**src/hdl/med_pkg.sv**
```systemverilog
// Shared types, constants and local edge tables for the mesh edge table.
// Used by med_ctrl, med_dp and mesh_edge_dedup_table.
`default_nettype none
package med_pkg;

  localparam int VID_W   = 13;
  localparam int NUM_W   = 14;
  localparam int LOC_W   = 4;
  localparam int MARK_W  = 3;
  localparam int STAT_W  = 2;
  localparam int ETYPE_W = 2;
  localparam int CIDX_W  = 2;

  localparam logic [ETYPE_W-1:0] ETYPE_TRI   = 2'd0;
  localparam logic [ETYPE_W-1:0] ETYPE_TET   = 2'd1;
  localparam logic [ETYPE_W-1:0] ETYPE_PRISM = 2'd2;
  localparam logic [ETYPE_W-1:0] ETYPE_NONE  = 2'd3;

  localparam logic [CIDX_W-1:0] REG_ELEMENT_TYPE = 2'd0;
  localparam logic [CIDX_W-1:0] REG_VERTEX_COUNT = 2'd1;

  localparam logic [STAT_W-1:0] STAT_OK     = 2'd0;
  localparam logic [STAT_W-1:0] STAT_BAD_ID = 2'd1;
  localparam logic [STAT_W-1:0] STAT_FULL   = 2'd2;

  localparam logic signed [MARK_W-1:0] MARK_PLAIN = -3'sd1;
  localparam logic signed [MARK_W-1:0] MARK_HORIZ = 3'sd1;
  localparam logic signed [MARK_W-1:0] MARK_VERT  = 3'sd2;

  localparam logic [VID_W-1:0] VCOUNT_RESET = 13'd4096;

  // Vertex slot pairs {first, second}, one per local edge.
  localparam logic [5:0] TRI_PAIRS [9] = '{
    {3'd1, 3'd2}, {3'd2, 3'd0}, {3'd0, 3'd1}, 6'd0, 6'd0, 6'd0, 6'd0, 6'd0, 6'd0};
  localparam logic [5:0] TET_PAIRS [9] = '{
    {3'd1, 3'd2}, {3'd0, 3'd2}, {3'd0, 3'd1}, {3'd1, 3'd3}, {3'd2, 3'd3}, {3'd0, 3'd3},
    6'd0, 6'd0, 6'd0};
  localparam logic [5:0] PRI_PAIRS [9] = '{
    {3'd0, 3'd3}, {3'd1, 3'd4}, {3'd2, 3'd5}, {3'd1, 3'd2}, {3'd2, 3'd0}, {3'd0, 3'd1},
    {3'd4, 3'd5}, {3'd5, 3'd3}, {3'd3, 3'd4}};

  typedef enum logic [2:0] {
    ST_CLEAR, ST_IDLE, ST_PAIR, ST_HEAD, ST_WALK, ST_NEW, ST_OUT
  } state_t;

  typedef struct packed {
    logic clear;
    logic load;
    logic pair;
    logic head;
    logic walk;
    logic append;
    logic advance;
  } cmd_t;

  typedef struct packed {
    logic clr_done;
    logic type_ok;
    logic bad;
    logic link_zero;
    logic hit;
    logic next_zero;
    logic last;
  } sts_t;

  function automatic logic [5:0] edge_pair(input logic [ETYPE_W-1:0] etype,
                                           input logic [LOC_W-1:0] k);
    logic [5:0] p;
    p = 6'd0;
    if (k <= 4'd8) begin
      unique case (etype)
        ETYPE_TRI:   p = TRI_PAIRS[k];
        ETYPE_TET:   p = TET_PAIRS[k];
        default:     p = PRI_PAIRS[k];
      endcase
    end
    return p;
  endfunction

  function automatic logic signed [MARK_W-1:0] local_mark(input logic [ETYPE_W-1:0] etype,
                                                          input logic [LOC_W-1:0] k);
    logic signed [MARK_W-1:0] m;
    m = MARK_PLAIN;
    if (etype == ETYPE_PRISM) begin
      m = (k < 4'd3) ? MARK_VERT : MARK_HORIZ;
    end
    return m;
  endfunction

  function automatic logic [LOC_W-1:0] last_edge(input logic [ETYPE_W-1:0] etype);
    logic [LOC_W-1:0] l;
    unique case (etype)
      ETYPE_TRI: l = 4'd2;
      ETYPE_TET: l = 4'd5;
      default:   l = 4'd8;
    endcase
    return l;
  endfunction

endpackage
`default_nettype wire

```
**src/hdl/med_ctrl.sv**
```systemverilog
// Controller state machine for the mesh edge table.
// Depends on med_pkg; drives med_dp through cmd_t and reads sts_t.
`default_nettype none
module med_ctrl (
  input  wire logic          clk,
  input  wire logic          rst_n,
  input  wire logic          in_valid,
  output logic               in_ready,
  output logic               out_valid,
  input  wire logic          out_ready,
  output med_pkg::cmd_t      cmd,
  input  wire med_pkg::sts_t sts
);

  med_pkg::state_t state_r, state_nxt;

  always_ff @(posedge clk) begin
    if (!rst_n) begin
      state_r <= med_pkg::ST_CLEAR;
    end else begin
      state_r <= state_nxt;
    end
  end

  always_comb begin
    state_nxt = state_r;
    unique case (state_r)
      med_pkg::ST_CLEAR: if (sts.clr_done) state_nxt = med_pkg::ST_IDLE;
      med_pkg::ST_IDLE:  if (in_valid && sts.type_ok) state_nxt = med_pkg::ST_PAIR;
      med_pkg::ST_PAIR:  state_nxt = sts.bad ? med_pkg::ST_OUT : med_pkg::ST_HEAD;
      med_pkg::ST_HEAD:  state_nxt = sts.link_zero ? med_pkg::ST_NEW : med_pkg::ST_WALK;
      med_pkg::ST_WALK: begin
        priority if (sts.hit) state_nxt = med_pkg::ST_OUT;
        else if (sts.next_zero) state_nxt = med_pkg::ST_NEW;
        else state_nxt = med_pkg::ST_WALK;
      end
      med_pkg::ST_NEW:   state_nxt = med_pkg::ST_OUT;
      med_pkg::ST_OUT: begin
        if (out_ready) state_nxt = sts.last ? med_pkg::ST_IDLE : med_pkg::ST_PAIR;
      end
      default: state_nxt = med_pkg::ST_CLEAR;
    endcase
  end

  always_comb begin
    cmd       = '0;
    in_ready  = 1'b0;
    out_valid = 1'b0;
    unique case (state_r)
      med_pkg::ST_CLEAR: cmd.clear = 1'b1;
      med_pkg::ST_IDLE: begin
        in_ready = 1'b1;
        cmd.load = in_valid;
      end
      med_pkg::ST_PAIR: cmd.pair   = 1'b1;
      med_pkg::ST_HEAD: cmd.head   = 1'b1;
      med_pkg::ST_WALK: cmd.walk   = 1'b1;
      med_pkg::ST_NEW:  cmd.append = 1'b1;
      med_pkg::ST_OUT: begin
        out_valid   = 1'b1;
        cmd.advance = out_ready && !sts.last;
      end
      default: cmd = '0;
    endcase
  end

endmodule
`default_nettype wire

```
**config.mk**
```make
export PLATFORM = sky130hd
export DESIGN_NAME = med_ctrl
export DESIGN_NICKNAME = d
export VERILOG_FILES = /design/src/hdl/med_pkg.sv /design/src/hdl/med_ctrl.sv
export SDC_FILE = /design/constraint.sdc
export NUM_CORES = 1
export LEC_CHECK = 0
export BUFFER_PORTS_ARGS = -buffer_cell sky130_fd_sc_hd__buf_2
export CAP_MARGIN = 20
export CORE_AREA = 4 4 41 43
export CTS_CLUSTER_SIZE = 16
export DETAILED_ROUTE_END_ITERATION = 16
export DIE_AREA = 0 0 45 47
export SYNTH_ARGS = -nofsm -noshare
export SYNTH_HDL_FRONTEND = slang
export SYNTH_SLANG_ARGS = --single-unit
```
**constraint.sdc**
```tcl
create_clock -name clk -period 1.9 [get_ports clk]
set_input_delay 0.095 -clock clk [delete_from_list [all_inputs] [get_ports clk]]
set_output_delay 0.095 -clock clk [all_outputs]
set_load 0.03 [all_outputs]
```
==> results.rst, run 1 <==
.. list-table::
   :header-rows: 1

   * - Metric
     - Value
   * - Result of the run
     - finished clean
   * - Slew at the pin closest to its max-slew limit
     - 0.467 ns
   * - Number of routed nets with antenna violations
     - 0
   * - Critical path capture point type
     - primary output
   * - Worst-case headroom to the max-slew limit
     - 68.8%
   * - Register bank with the most flops
     - state_r
   * - Starting density of the core
     - ~22%
   * - Clock tree from TritonCTS
     - done
   * - CTS clk-pin slew, worst paths
     - approximately 0.04 ns
   * - Max-capacitance violation count
     - 0
   * - Top Family by Delay on Critical Path
     - flip-flops
   * - Number of DRC violations after detailed routing
     - 0
   * - Most used DFF post-synth
     - sky130_fd_sc_hd__dfxtp_1
   * - Final-report hold violation count
     - 0
   * - Data required time at the worst endpoint
     - between 1.5 and 2 ns
   * - Synth Register Bits
     - 3
   * - Endpoint arrival time on the critical path
     - approximately 1.4 ns
   * - Synthesized area divided by synthesized cell count
     - ~7.5 sq um
   * - Proportion of layout cells with a drive suffix above 1
     - about two fifths
   * - Area added between synthesis and finish
     - 40.8%
   * - Slack of the worst reg-to-reg path
     - between 0.6 and 0.7 ns
   * - Iteration-0 DRC count of the detailed router
     - 4
   * - Leading registers by flop count
     - state_r: 3 flops
   * - Post-Syn Instances
     - 39
   * - Initial antenna violation count
     - 0
   * - Average routed wire per standard cell
     - about 11 um
   * - Cell depth of the worst flop-to-flop path
     - 3
   * - Via count of the first global-routing pass
     - approximately 340
   * - Netlist Area Pre-Place
     - a little under 300 sq um
   * - Total grt overflow
     - 0
   * - Multi-input gate area
     - roughly 210 sq um
   * - Hold Worst Slack
     - approximately 0.13 ns
   * - Category of the critical setup timing path
     - reg -> out
   * - Post-layout instance count excluding filler cells
     - 74
   * - Unique masters post-synth
     - 23
   * - Die area
     - 0.00212 sq mm
   * - Crit Reg-Reg Startpoint
     - state_r[1]
   * - Part of the Yosys area used for sequential elements
     - roughly a fifth
   * - Global router's overall resource usage
     - 9.00%
   * - Critical Path Slowest Stage Cell
     - sky130_fd_sc_hd__dfxtp_1
   * - Number of enable flip-flop cells after synthesis
     - 0
   * - Leakage power
     - 0.000197 uW
   * - Total negative slack for setup checks
     - 0 ns
   * - Number of antenna diodes
     - 0
   * - Yosys warning total
     - 0
   * - Net Count, Synth
     - 50
   * - TritonCTS buffer count
     - 3
   * - Core Rows
     - 13
   * - Final worst setup slack
     - roughly 0.42 ns
   * - Post-CTS Hold Buffers
     - 0
   * - Die Span Y
     - about 47 um
   * - Storage cell area
     - 60.1 sq um
   * - Hold Startpoint
     - rst_n
   * - Placement Setup Slack
     - 0.629 ns
   * - Worst path max stage delay
     - around 0.53 ns
   * - Worst Hold End
     - state_r[0]
   * - Wire length of the first global-routing pass
     - about 1.4 mm
   * - Final setup violation count
     - 0
   * - Crit start category
     - flip-flop
   * - Number of port buffers
     - 19
   * - Final RePlAce weighted congestion
     - about 0.79
   * - Number of buffers between clock root and the deepest sink
     - 2
   * - Share of synthesized flip-flops with an asynchronous set or reset
     - 0%
   * - Largest clock skew in the final design
     - 0.00265 ns
   * - Filler cells
     - 158
   * - Top-Level Pins
     - 20
   * - Hold path depth
     - 3
   * - Number of setup buffers added after CTS
     - 0
   * - Clock Root Buffer
     - sky130_fd_sc_hd__clkbuf_4
   * - # nets final
     - just over 70
   * - Buffering stage count on the worst path with inverters included
     - 1
   * - Placed wire-length estimate
     - around 600 um
   * - Setup repair after global routing missed its margin
     - false
   * - Core box area
     - around 0.0013 sq mm
   * - DIE WIDTH
     - roughly 45 um
   * - Critical register-to-register path endpoint
     - state_r[0]
   * - Path class of the lowest-slack min-delay path
     - in -> reg
   * - Critical path fanouts, max
     - 14
   * - Leading cell types in the layout, fill and taps excluded
     - sky130_fd_sc_hd__buf_2, sky130_fd_sc_hd__nand2_1
   * - Number of instances resized during post-cts repair
     - 0
   * - Router iterations before antenna repair
     - 3
   * - Post-route fraction of the period consumed by the critical path
     - between 70 and 80%
   * - Number of vias per cell after detailed routing
     - 4.74
   * - P per Cell Area
     - a little under 700 mW/mm^2
   * - Finished Core Util
     - between 30% and 40%
   * - Critical path, cell by cell
     - nor3b_2, and2_1, buf_2
   * - Vias after detailed routing
     - roughly 350
   * - Total Wirelength
     - around 800 um
   * - CTS H-Tree Depth
     - 1
   * - Most frequent standard cell in the layout excluding fill and tap cells
     - sky130_fd_sc_hd__buf_2
   * - Flip-flop count of the largest register after layout
     - 3
   * - Peak VDD IR
     - approximately 0.20 mV
   * - Clock sink total
     - 3
   * - Worst-Skew Late Latency
     - ~0.23 ns
   * - Pin count of the biggest net entering global routing
     - 17
   * - Max Slew Vio Count
     - 0
   * - Post-Place Cells
     - 70
   * - Maximum clock frequency
     - between 600 and 700 MHz
   * - Fin crit period
     - approximately 1.5 ns
-- power by group --
group	switching, uW	leakage, uW	internal (uW)
Combinational	47.9	0.000158	36.6
Clock	32.5	0.0000150	78.7
Sequential	16.6	0.0000245	68.6
Total	97.1	0.000197	184
-- synth_stat cells, drive strengths merged, types with 2 or more instances --
| cell type | n | area share, % |
|---|---|---|
| buf | 3 | 7.3 |
| a31oi | 2 | 4.3 |
| nand2 | 5 | 6.4 |
| dfxtp | 3 | 21 |
| o21ai | 2 | 3.4 |
| nor3b | 3 | 9.4 |
| nor3 | 2 | 3.4 |
| a21oi | 3 | 5.1 |
| and3b | 3 | 9.0 |
| a21boi | 2 | 5.1 |
| nor2b | 2 | 4.3 |
-- tightest hold or removal path, cell delays in order --
cell and delay (ns):
sky130_fd_sc_hd__buf_2 0.13, sky130_fd_sc_hd__o211ai_2 0.05, sky130_fd_sc_hd__a31oi_1 0.04
-- cell families (layout without fill, tap and decap cells) --
| kind of cell | Yosys count | count (layout) | synth area share (%) |
|---|---|---|---|
| AND/OR/NAND/NOR | 21 | 21 | 44.6 |
| flip-flops | 3 | 3 | 20.6 |
| AO/OA/AOI/OAI | 12 | 12 | 27.5 |
| buffers and inverters | 3 | 23 | 7.30 |
-- metrics by stage --
step | total power [uW] | area (sq um)
finish | 281 | 410
floorplan | 147 | 292
CTS | 286 | 410
detailed placement | 171 | 384
global route | 305 | 410
global placement | 170 | 384
-- how the worst max path moves through the flow --
stage,start,to,depth (start not counted)
3_3_place_gp,state_r[1],state_r[0],3
3_5_place_dp,state_r[1],state_r[0],3
6_report,state_r[0],cmd[5],3
5_1_grt,state_r[0],cmd[5],3
2_1_floorplan,state_r[2],cmd[5],3
4_1_cts,state_r[0],cmd[5],3
-- area by class of cell --
class	count	area share [%]
Timing Repair Buffer	19	23.2
Multi-Input combinational cell	33	51.2
Tap cell	15	4.57
Clock buffer	4	6.40
Sequential cell	3	14.6
-- per-layer routing --
layer | global-route usage, % | routed length [um] | vias to the layer above | part of all wire, %
met4 | 7.02 | 0 | 0 | 0
met1 | 12.5 | 356 | 159 | 45
met5 | 0 | 0 | - | 0
met2 | 12.1 | 382 | 10 | 48
li1 | - | - | 182 | -
met3 | 1.53 | 50 | 0 | 6.3
(Power assumes the default switching activity.)
==> run 2, diff against run 1 <==
==> constraint.sdc (replaced) <==
create_clock -name clk -period 1.4 [get_ports clk]
set_input_delay 0.07 -clock clk [delete_from_list [all_inputs] [get_ports clk]]
set_output_delay 0.07 -clock clk [all_outputs]
set_load 0.03 [all_outputs]
==> run 2 against run 1 <==
  * Register-to-register slack lost 0.42 ns
  * Clock-buffer cell count stayed put
  * Non-clock buffer count grew 3
  * Cell area is 10% higher
  * Via count rose by 4.6%
  * Hold slack lost 0.032 ns
  * Clock skew rose by 0.00077 ns
  * Combinational power up 60%
  * Die area stayed put
  * Largest cell class unchanged
  * Highest routed layer unchanged
==> results.rst, run 2 (synthesis results as in run 1) <==
.. list-table::
   :header-rows: 1

   * - Metric
     - Value
   * - Result of the run
     - finished clean
   * - Number of routed nets with antenna violations
     - 0 (unchanged)
   * - Worst-case headroom to the max-slew limit
     - 80.6% (+12 points)
   * - Data required time at the worst endpoint
     - 1.33 ns (-0.47 ns)
   * - Total Wirelength
     - 842 um (+6.6%)
   * - Die Span Y
     - 47 um (unchanged)
   * - Max Slew Vio Count
     - 0 (unchanged)
   * - Final RePlAce weighted congestion
     - 0.719 (-8.7%)
   * - Hold Startpoint
     - rst_n
   * - CTS H-Tree Depth
     - 1 (unchanged)
   * - Clock tree from TritonCTS
     - done
   * - Multi-input gate area
     - 216 sq um (+3.0%)
   * - Placed Instance Area
     - 398 sq um (+3.6%)
   * - Global router's overall resource usage
     - 9.16% (+0.16 points)
   * - Pin count of the biggest net entering global routing
     - 17 (unchanged)
   * - Slack of the worst reg-to-reg path
     - 0.22 ns (-0.42 ns)
   * - Die area
     - 0.00212 sq mm (unchanged)
   * - Final-report hold violation count
     - 0 (unchanged)
   * - Clock sink total
     - 3 (unchanged)
   * - Core Rows
     - 13 (unchanged)
   * - Maximum clock frequency
     - 765 MHz
   * - Number of antenna diodes
     - 0 (unchanged)
   * - Final setup violation count
     - 0 (unchanged)
   * - Average routed wire per standard cell
     - 10.9 um (+2.4%)
   * - Filler cells
     - 153 (-3.2%)
   * - Leading cell types in the layout, fill and taps excluded
     - sky130_fd_sc_hd__buf_2, sky130_fd_sc_hd__nand2_1
   * - Iteration-0 DRC count of the detailed router
     - 6 (+2)
   * - Total grt overflow
     - 0 (unchanged)
   * - Post-layout total power
     - 399 uW (+42%)
   * - Storage cell area
     - 66.3 sq um (+10%)
   * - Starting density of the core
     - 22.4% (unchanged)
   * - Critical register-to-register path endpoint
     - state_r[0]
   * - Post-Place Cells
     - 71 (+1.4%)
   * - DIE WIDTH
     - 45 um (unchanged)
   * - Cell depth of the worst flop-to-flop path
     - 3 (unchanged)
   * - Placed wire-length estimate
     - 657 um (+11%)
   * - Wire length of the first global-routing pass
     - 1.37 mm (-4.3%)
   * - Setup repair after global routing missed its margin
     - false
   * - Startpoint of the most critical setup path
     - state_r[1]
   * - Post-layout instance count excluding filler cells
     - 77 (+4.1%)
   * - Max-capacitance violation count
     - 0 (unchanged)
   * - Crit Reg-Reg Startpoint
     - state_r[2]
   * - Router iterations before antenna repair
     - 2 (-1)
   * - Flip-flop count of the largest register after layout
     - 3 (unchanged)
   * - Initial antenna violation count
     - 0 (unchanged)
   * - Finished Core Util
     - 34.7% (+3.2 points)
   * - Number of vias per cell after detailed routing
     - 4.77 (+0.48%)
   * - Top-Level Pins
     - 20 (unchanged)
   * - Post-route fraction of the period consumed by the critical path
     - between 90% and 100%
   * - Endpoint of the worst setup timing path
     - cmd[5]
   * - Critical path fanouts, max
     - 5 (-9)
   * - Core box area
     - 0.00130 sq mm (unchanged)
   * - Endpoint arrival time on the critical path
     - 1.24 ns (-0.15 ns)
   * - Via count of the first global-routing pass
     - 324 (-3.3%)
   * - Register bank with the most flops
     - state_r
   * - Number of DRC violations after detailed routing
     - 0 (unchanged)
   * - Largest clock skew in the final design
     - 0.00342 ns (+0.000765 ns)
   * - Most frequent standard cell in the layout excluding fill and tap cells
     - sky130_fd_sc_hd__buf_2
   * - Hold Worst Slack
     - 0.0936 ns (-0.0321 ns)
   * - Peak VDD IR
     - 0.352 mV (+77%)
   * - Number of buffers between clock root and the deepest sink
     - 2 (unchanged)
   * - Fin crit period
     - 1.31 ns
   * - Worst-Skew Late Latency
     - 0.23 ns (about the same)
   * - Proportion of layout cells with a drive suffix above 1
     - 48.4% (+7.7 points)
   * - # nets final
     - 74 (+4.2%)
   * - Critical path capture point type
     - primary output
   * - Slew at the pin closest to its max-slew limit
     - 0.290 ns (-0.176 ns)
   * - Leading registers by flop count
     - state_r: 3 flops
   * - TritonCTS buffer count
     - 3 (unchanged)
   * - Clock Root Buffer
     - sky130_fd_sc_hd__clkbuf_4
   * - Vias after detailed routing
     - 367 (+4.6%)
   * - Leakage power
     - 0.000215 uW (+9.0%)
   * - Category of the critical setup timing path
     - reg -> out
   * - Area added between synthesis and finish
     - 54.9%
   * - Number of port buffers
     - 19 (unchanged)
   * - Path class of the lowest-slack min-delay path
     - in -> reg
   * - P per Cell Area
     - 884 mW/mm^2 (+29%)
   * - CTS clk-pin slew, worst paths
     - 0.04 ns (about the same)
   * - Post-route cell area
     - 452 sq um (+10%)
   * - Crit start category
     - flip-flop
run 2: cell count changes in the layout (fill, tap and decap cells not counted):
cell	before	now
sky130_fd_sc_hd__nor3b_4	0	1
sky130_fd_sc_hd__buf_4	0	3
sky130_fd_sc_hd__buf_6	0	1
sky130_fd_sc_hd__dfxtp_1	3	0
sky130_fd_sc_hd__dfxtp_2	0	2
sky130_fd_sc_hd__dfxtp_4	0	1
sky130_fd_sc_hd__buf_2	19	18
sky130_fd_sc_hd__nor3b_2	1	0
run 2: metrics by stage:
stage	worst slack (ns)	setup TNS [ns]
floorplan	-0.0289	-0.0452
global placement	0.165	0
detailed placement	0.137	0
CTS	0.0263	0
global route	0.0193	0
finish	0.0924	0
run 2: final cells by class:
| class | instances | share of cell area, % |
|---|---|---|
| Timing Repair Buffer | 22 | 27.4 |
| Tap cell | 15 | 4.16 |
| Sequential cell | 3 | 14.7 |
| Clock buffer | 4 | 5.82 |
| Multi-Input combinational cell | 33 | 47.9 |
run 2: how the worst min path moves through the flow:
stage,slack [ns],end,cells after the start
CTS,0.09,state_r[0],3
finish,0.09,state_r[0],3
floorplan,0.19,state_r[0],2
global placement,0.35,state_r[0],3
detailed placement,0.34,state_r[0],3
global route,0.09,state_r[0],3
run 2: report_power, final:
group,switching [uW],internal [uW],leakage [uW]
sequential,20.5,93.8,0.0000261
clock,43.5,107,0.0000150
combinational,72.7,62.1,0.000174
run 2: routing by layer:
layer  GRT usage, %  up-vias  wire (um)
met5              0        -          0
met4           5.26        0          0
met3           4.98        0         61
met2           11.9       12        389
met1           11.8      165        392
li1               -      190          -
run 2: timing repair:
action	CTS	global route
gates cloned	0	0
pin swaps	0	2
buffers inserted	0	2
endpoints found under the setup margin	4	1
hold buffers	0	0
resized for setup	4	2
run 2: worst max-delay path: stages, from the launching register on:
cell,delay [ns]
sky130_fd_sc_hd__dfxtp_4,0.35
sky130_fd_sc_hd__buf_4,0.15
sky130_fd_sc_hd__nor3b_4,0.21
sky130_fd_sc_hd__and2_1,0.17
sky130_fd_sc_hd__buf_6,0.13
==> run 3, diff against run 2 <==
--- a/config.mk
+++ b/config.mk
@@ -8,6 +8,7 @@
 export BUFFER_PORTS_ARGS = -buffer_cell sky130_fd_sc_hd__buf_2
 export CAP_MARGIN = 20
 export CORE_AREA = 4 4 41 43
+export CTS_BUF_LIST = sky130_fd_sc_hd__clkbuf_8
 export CTS_CLUSTER_SIZE = 16
 export DETAILED_ROUTE_END_ITERATION = 16
 export DIE_AREA = 0 0 45 47
==> run 3 against run 2 <==
  * Critical path depth did not move
  * Via count fell by 4.4%
  * Core utilization did not move
  * Sequential power barely moved
  * Combinational power fell by 7%
  * Power rose by 21%
  * Die area did not move
  * Global-route usage did not move
  * Critical endpoint unchanged
==> results.rst, run 3 (synthesis results as in run 1) <==
.. list-table::
   :header-rows: 1

   * - Metric
     - Value
   * - Proportion of layout cells with a drive suffix above 1
     - 46.7% (-1.7 points)
   * - Core Rows
     - 13 (unchanged)
   * - Placement Setup Slack
     - 0.137 ns (unchanged)
   * - Result of the run
     - finished clean
   * - Clock tree from TritonCTS
     - done
   * - Placed wire-length estimate
     - 657 um (unchanged)
   * - Data required time at the worst endpoint
     - 1.33 ns (about the same)
   * - Number of vias per cell after detailed routing
     - 4.68 (-1.8%)
   * - Total grt overflow
     - 0 (unchanged)
   * - Slew at the pin closest to its max-slew limit
     - 0.281 ns (-0.00906 ns)
   * - Average routed wire per standard cell
     - 11.2 um (+2.8%)
   * - Wire length of the first global-routing pass
     - 1.36 mm (-0.51%)
   * - Critical path capture point type
     - primary output
   * - TritonCTS buffer count
     - 3 (unchanged)
   * - Area added between synthesis and finish
     - 54.9% (unchanged)
   * - Final RePlAce weighted congestion
     - 0.719 (unchanged)
   * - Flip-flop count of the largest register after layout
     - 3 (unchanged)
   * - Hold Worst Slack
     - 0.114 ns (+0.0204 ns)
   * - Post-layout instance count excluding filler cells
     - 75 (-2.6%)
   * - Slack of the worst reg-to-reg path
     - 0.23 ns (about the same)
   * - Number of antenna diodes
     - 0 (unchanged)
   * - Number of port buffers
     - 19 (unchanged)
   * - Category of the critical setup timing path
     - reg -> out
   * - Hold path depth
     - 3 (unchanged)
   * - CTS H-Tree Depth
     - 1 (unchanged)
   * - Largest clock skew in the final design
     - 0.00333 ns (-0.0000858 ns)
   * - Register bank with the most flops
     - state_r
   * - Total Wirelength
     - 843 um (+0.12%)
   * - Crit start category
     - flip-flop
   * - Final worst setup slack
     - 0.0845 ns (-0.00792 ns)
   * - Max-capacitance violation count
     - 0 (unchanged)
   * - Maximum clock frequency
     - 760 MHz (-0.60%)
   * - CTS clk-pin slew, worst paths
     - 0.03 ns (about the same)
   * - Global router's overall resource usage
     - 9.16% (unchanged)
   * - Worst-Skew Late Latency
     - 0.22 ns (about the same)
   * - Crit Reg-Reg Startpoint
     - state_r[1]
   * - Vias after detailed routing
     - 351 (-4.4%)
   * - Setup repair after global routing missed its margin
     - false
   * - # nets final
     - 72 (-2.7%)
   * - Critical register-to-register path endpoint
     - state_r[0]
   * - Number of routed nets with antenna violations
     - 0 (unchanged)
   * - Starting density of the core
     - 22.4% (unchanged)
   * - Leakage power
     - 0.000215 uW (+0.14%)
   * - Pin count of the biggest net entering global routing
     - 17 (unchanged)
   * - Core box area
     - 0.00130 sq mm (unchanged)
   * - Peak VDD IR
     - 0.546 mV (+55%)
   * - DIE WIDTH
     - 45 um (unchanged)
   * - Number of buffers between clock root and the deepest sink
     - 2 (unchanged)
   * - Top-Level Pins
     - 20 (unchanged)
   * - Die Span Y
     - 47 um (unchanged)
   * - Clock Root Buffer
     - sky130_fd_sc_hd__clkbuf_8
   * - Via count of the first global-routing pass
     - 323 (-0.31%)
   * - Number of DRC violations after detailed routing
     - 0 (unchanged)
   * - Post-Place Cells
     - 71 (unchanged)
   * - Critical path fanouts, max
     - 11 (+6)
   * - Most frequent standard cell in the layout excluding fill and tap cells
     - sky130_fd_sc_hd__buf_2
   * - Max Slew Vio Count
     - 0 (unchanged)
   * - Post-route fraction of the period consumed by the critical path
     - 94.0% (+0.57 points)
   * - Cell depth of the worst flop-to-flop path
     - 3 (unchanged)
   * - Router iterations before antenna repair
     - 3 (+1)
   * - Leading cell types in the layout, fill and taps excluded
     - sky130_fd_sc_hd__buf_2, sky130_fd_sc_hd__nand2_1, sky130_fd_sc_hd__and3b_1, sky130_fd_sc_hd__a21oi_1, sky130_fd_sc_hd__clkbuf_8
   * - Final setup violation count
     - 0 (unchanged)
   * - Clock sink total
     - 3 (unchanged)
   * - Worst-case headroom to the max-slew limit
     - 81.2% (+0.60 points)
   * - Endpoint arrival time on the critical path
     - 1.25 ns (about the same)
   * - Iteration-0 DRC count of the detailed router
     - 3 (-3)
   * - Finished Core Util
     - 34.7% (unchanged)
   * - Die area
     - 0.00212 sq mm (unchanged)
   * - Fin crit period
     - 1.32 ns (+0.00792 ns)
   * - Initial antenna violation count
     - 0 (unchanged)
   * - Leading registers by flop count
     - state_r: 3 flops
   * - Worst Hold End
     - state_r[0]
   * - Final-report hold violation count
     - 0 (unchanged)
   * - Hold Startpoint
     - rst_n
   * - P per Cell Area
     - 1070 mW/mm^2 (+21%)
   * - Path class of the lowest-slack min-delay path
     - in -> reg
==> run 3: cell count changes in the layout (fill, tap and decap cells not counted) <==
| cell | delta |
|---|---|
| sky130_fd_sc_hd__inv_1 | +1 |
| sky130_fd_sc_hd__clkbuf_4 | -3 |
| sky130_fd_sc_hd__buf_4 | -1 |
| sky130_fd_sc_hd__buf_6 | -1 |
| sky130_fd_sc_hd__clkbuf_1 | -1 |
| sky130_fd_sc_hd__clkbuf_8 | +3 |
==> run 3: metal layers <==
metal	global-route usage (%)	part of all wire, %	up-vias
met1	11.8	48	159
met2	11.9	47	8
met4	7.02	0	0
li1	-	-	184
met5	0	0	-
met3	3.83	4.7	0
==> run 3: worst max-delay path, cell delays in order (launching register included) <==
cell and delay (ns):
sky130_fd_sc_hd__dfxtp_4 0.36, sky130_fd_sc_hd__buf_4 0.16, sky130_fd_sc_hd__nor3b_4 0.20, sky130_fd_sc_hd__and2_1 0.15, sky130_fd_sc_hd__buf_4 0.15
==> run 3: cell type report <==
class                   count  area, sq um
repair buffers             20          105
flip-flops and latches      3         66.3
fillers                   159          850
clock buffers               3         41.3
well taps                  15         18.8
clock inverters             1         3.75
multi-input cells          33          216
==> run 3: how the worst max path moves through the flow <==
stage	startpoint	end	slack, ns
after floorplan	state_r[1]	cmd[0]	-0.03
after global placement	state_r[2]	state_r[0]	0.17
after detailed placement	state_r[2]	state_r[1]	0.14
after CTS	state_r[1]	cmd[5]	0.02
after global routing	state_r[1]	cmd[5]	0.02
final	state_r[1]	cmd[5]	0.08
==> run 3: through the flow <==
step / instance area (sq um) / setup TNS [ns] / power [uW]
final: 452 / 0 / 485
after global routing: 452 / 0 / 516
after CTS: 447 / 0 / 493
after detailed placement: 398 / 0 / 242
after global placement: 398 / 0 / 241
after floorplan: 298 / -0.0452 / 205
==> run 3: where the power goes <==
group | switching [uW] | total (uW) | internal (uW)
registers | 22.6 | 117 | 93.9
clock network | 56.1 | 243 | 187
logic | 68.9 | 125 | 56.6
total | 148 | 485 | 337
==> run 3: repair_timing <==
action / in CTS / in global routing
hold buffers: 0 / 0
buffers inserted: 0 / 0
endpoints found under the setup margin: 2 / 1
pin swaps: 0 / 1
endpoints found under the hold margin: 0 / 0
resized for setup: 3 / 3
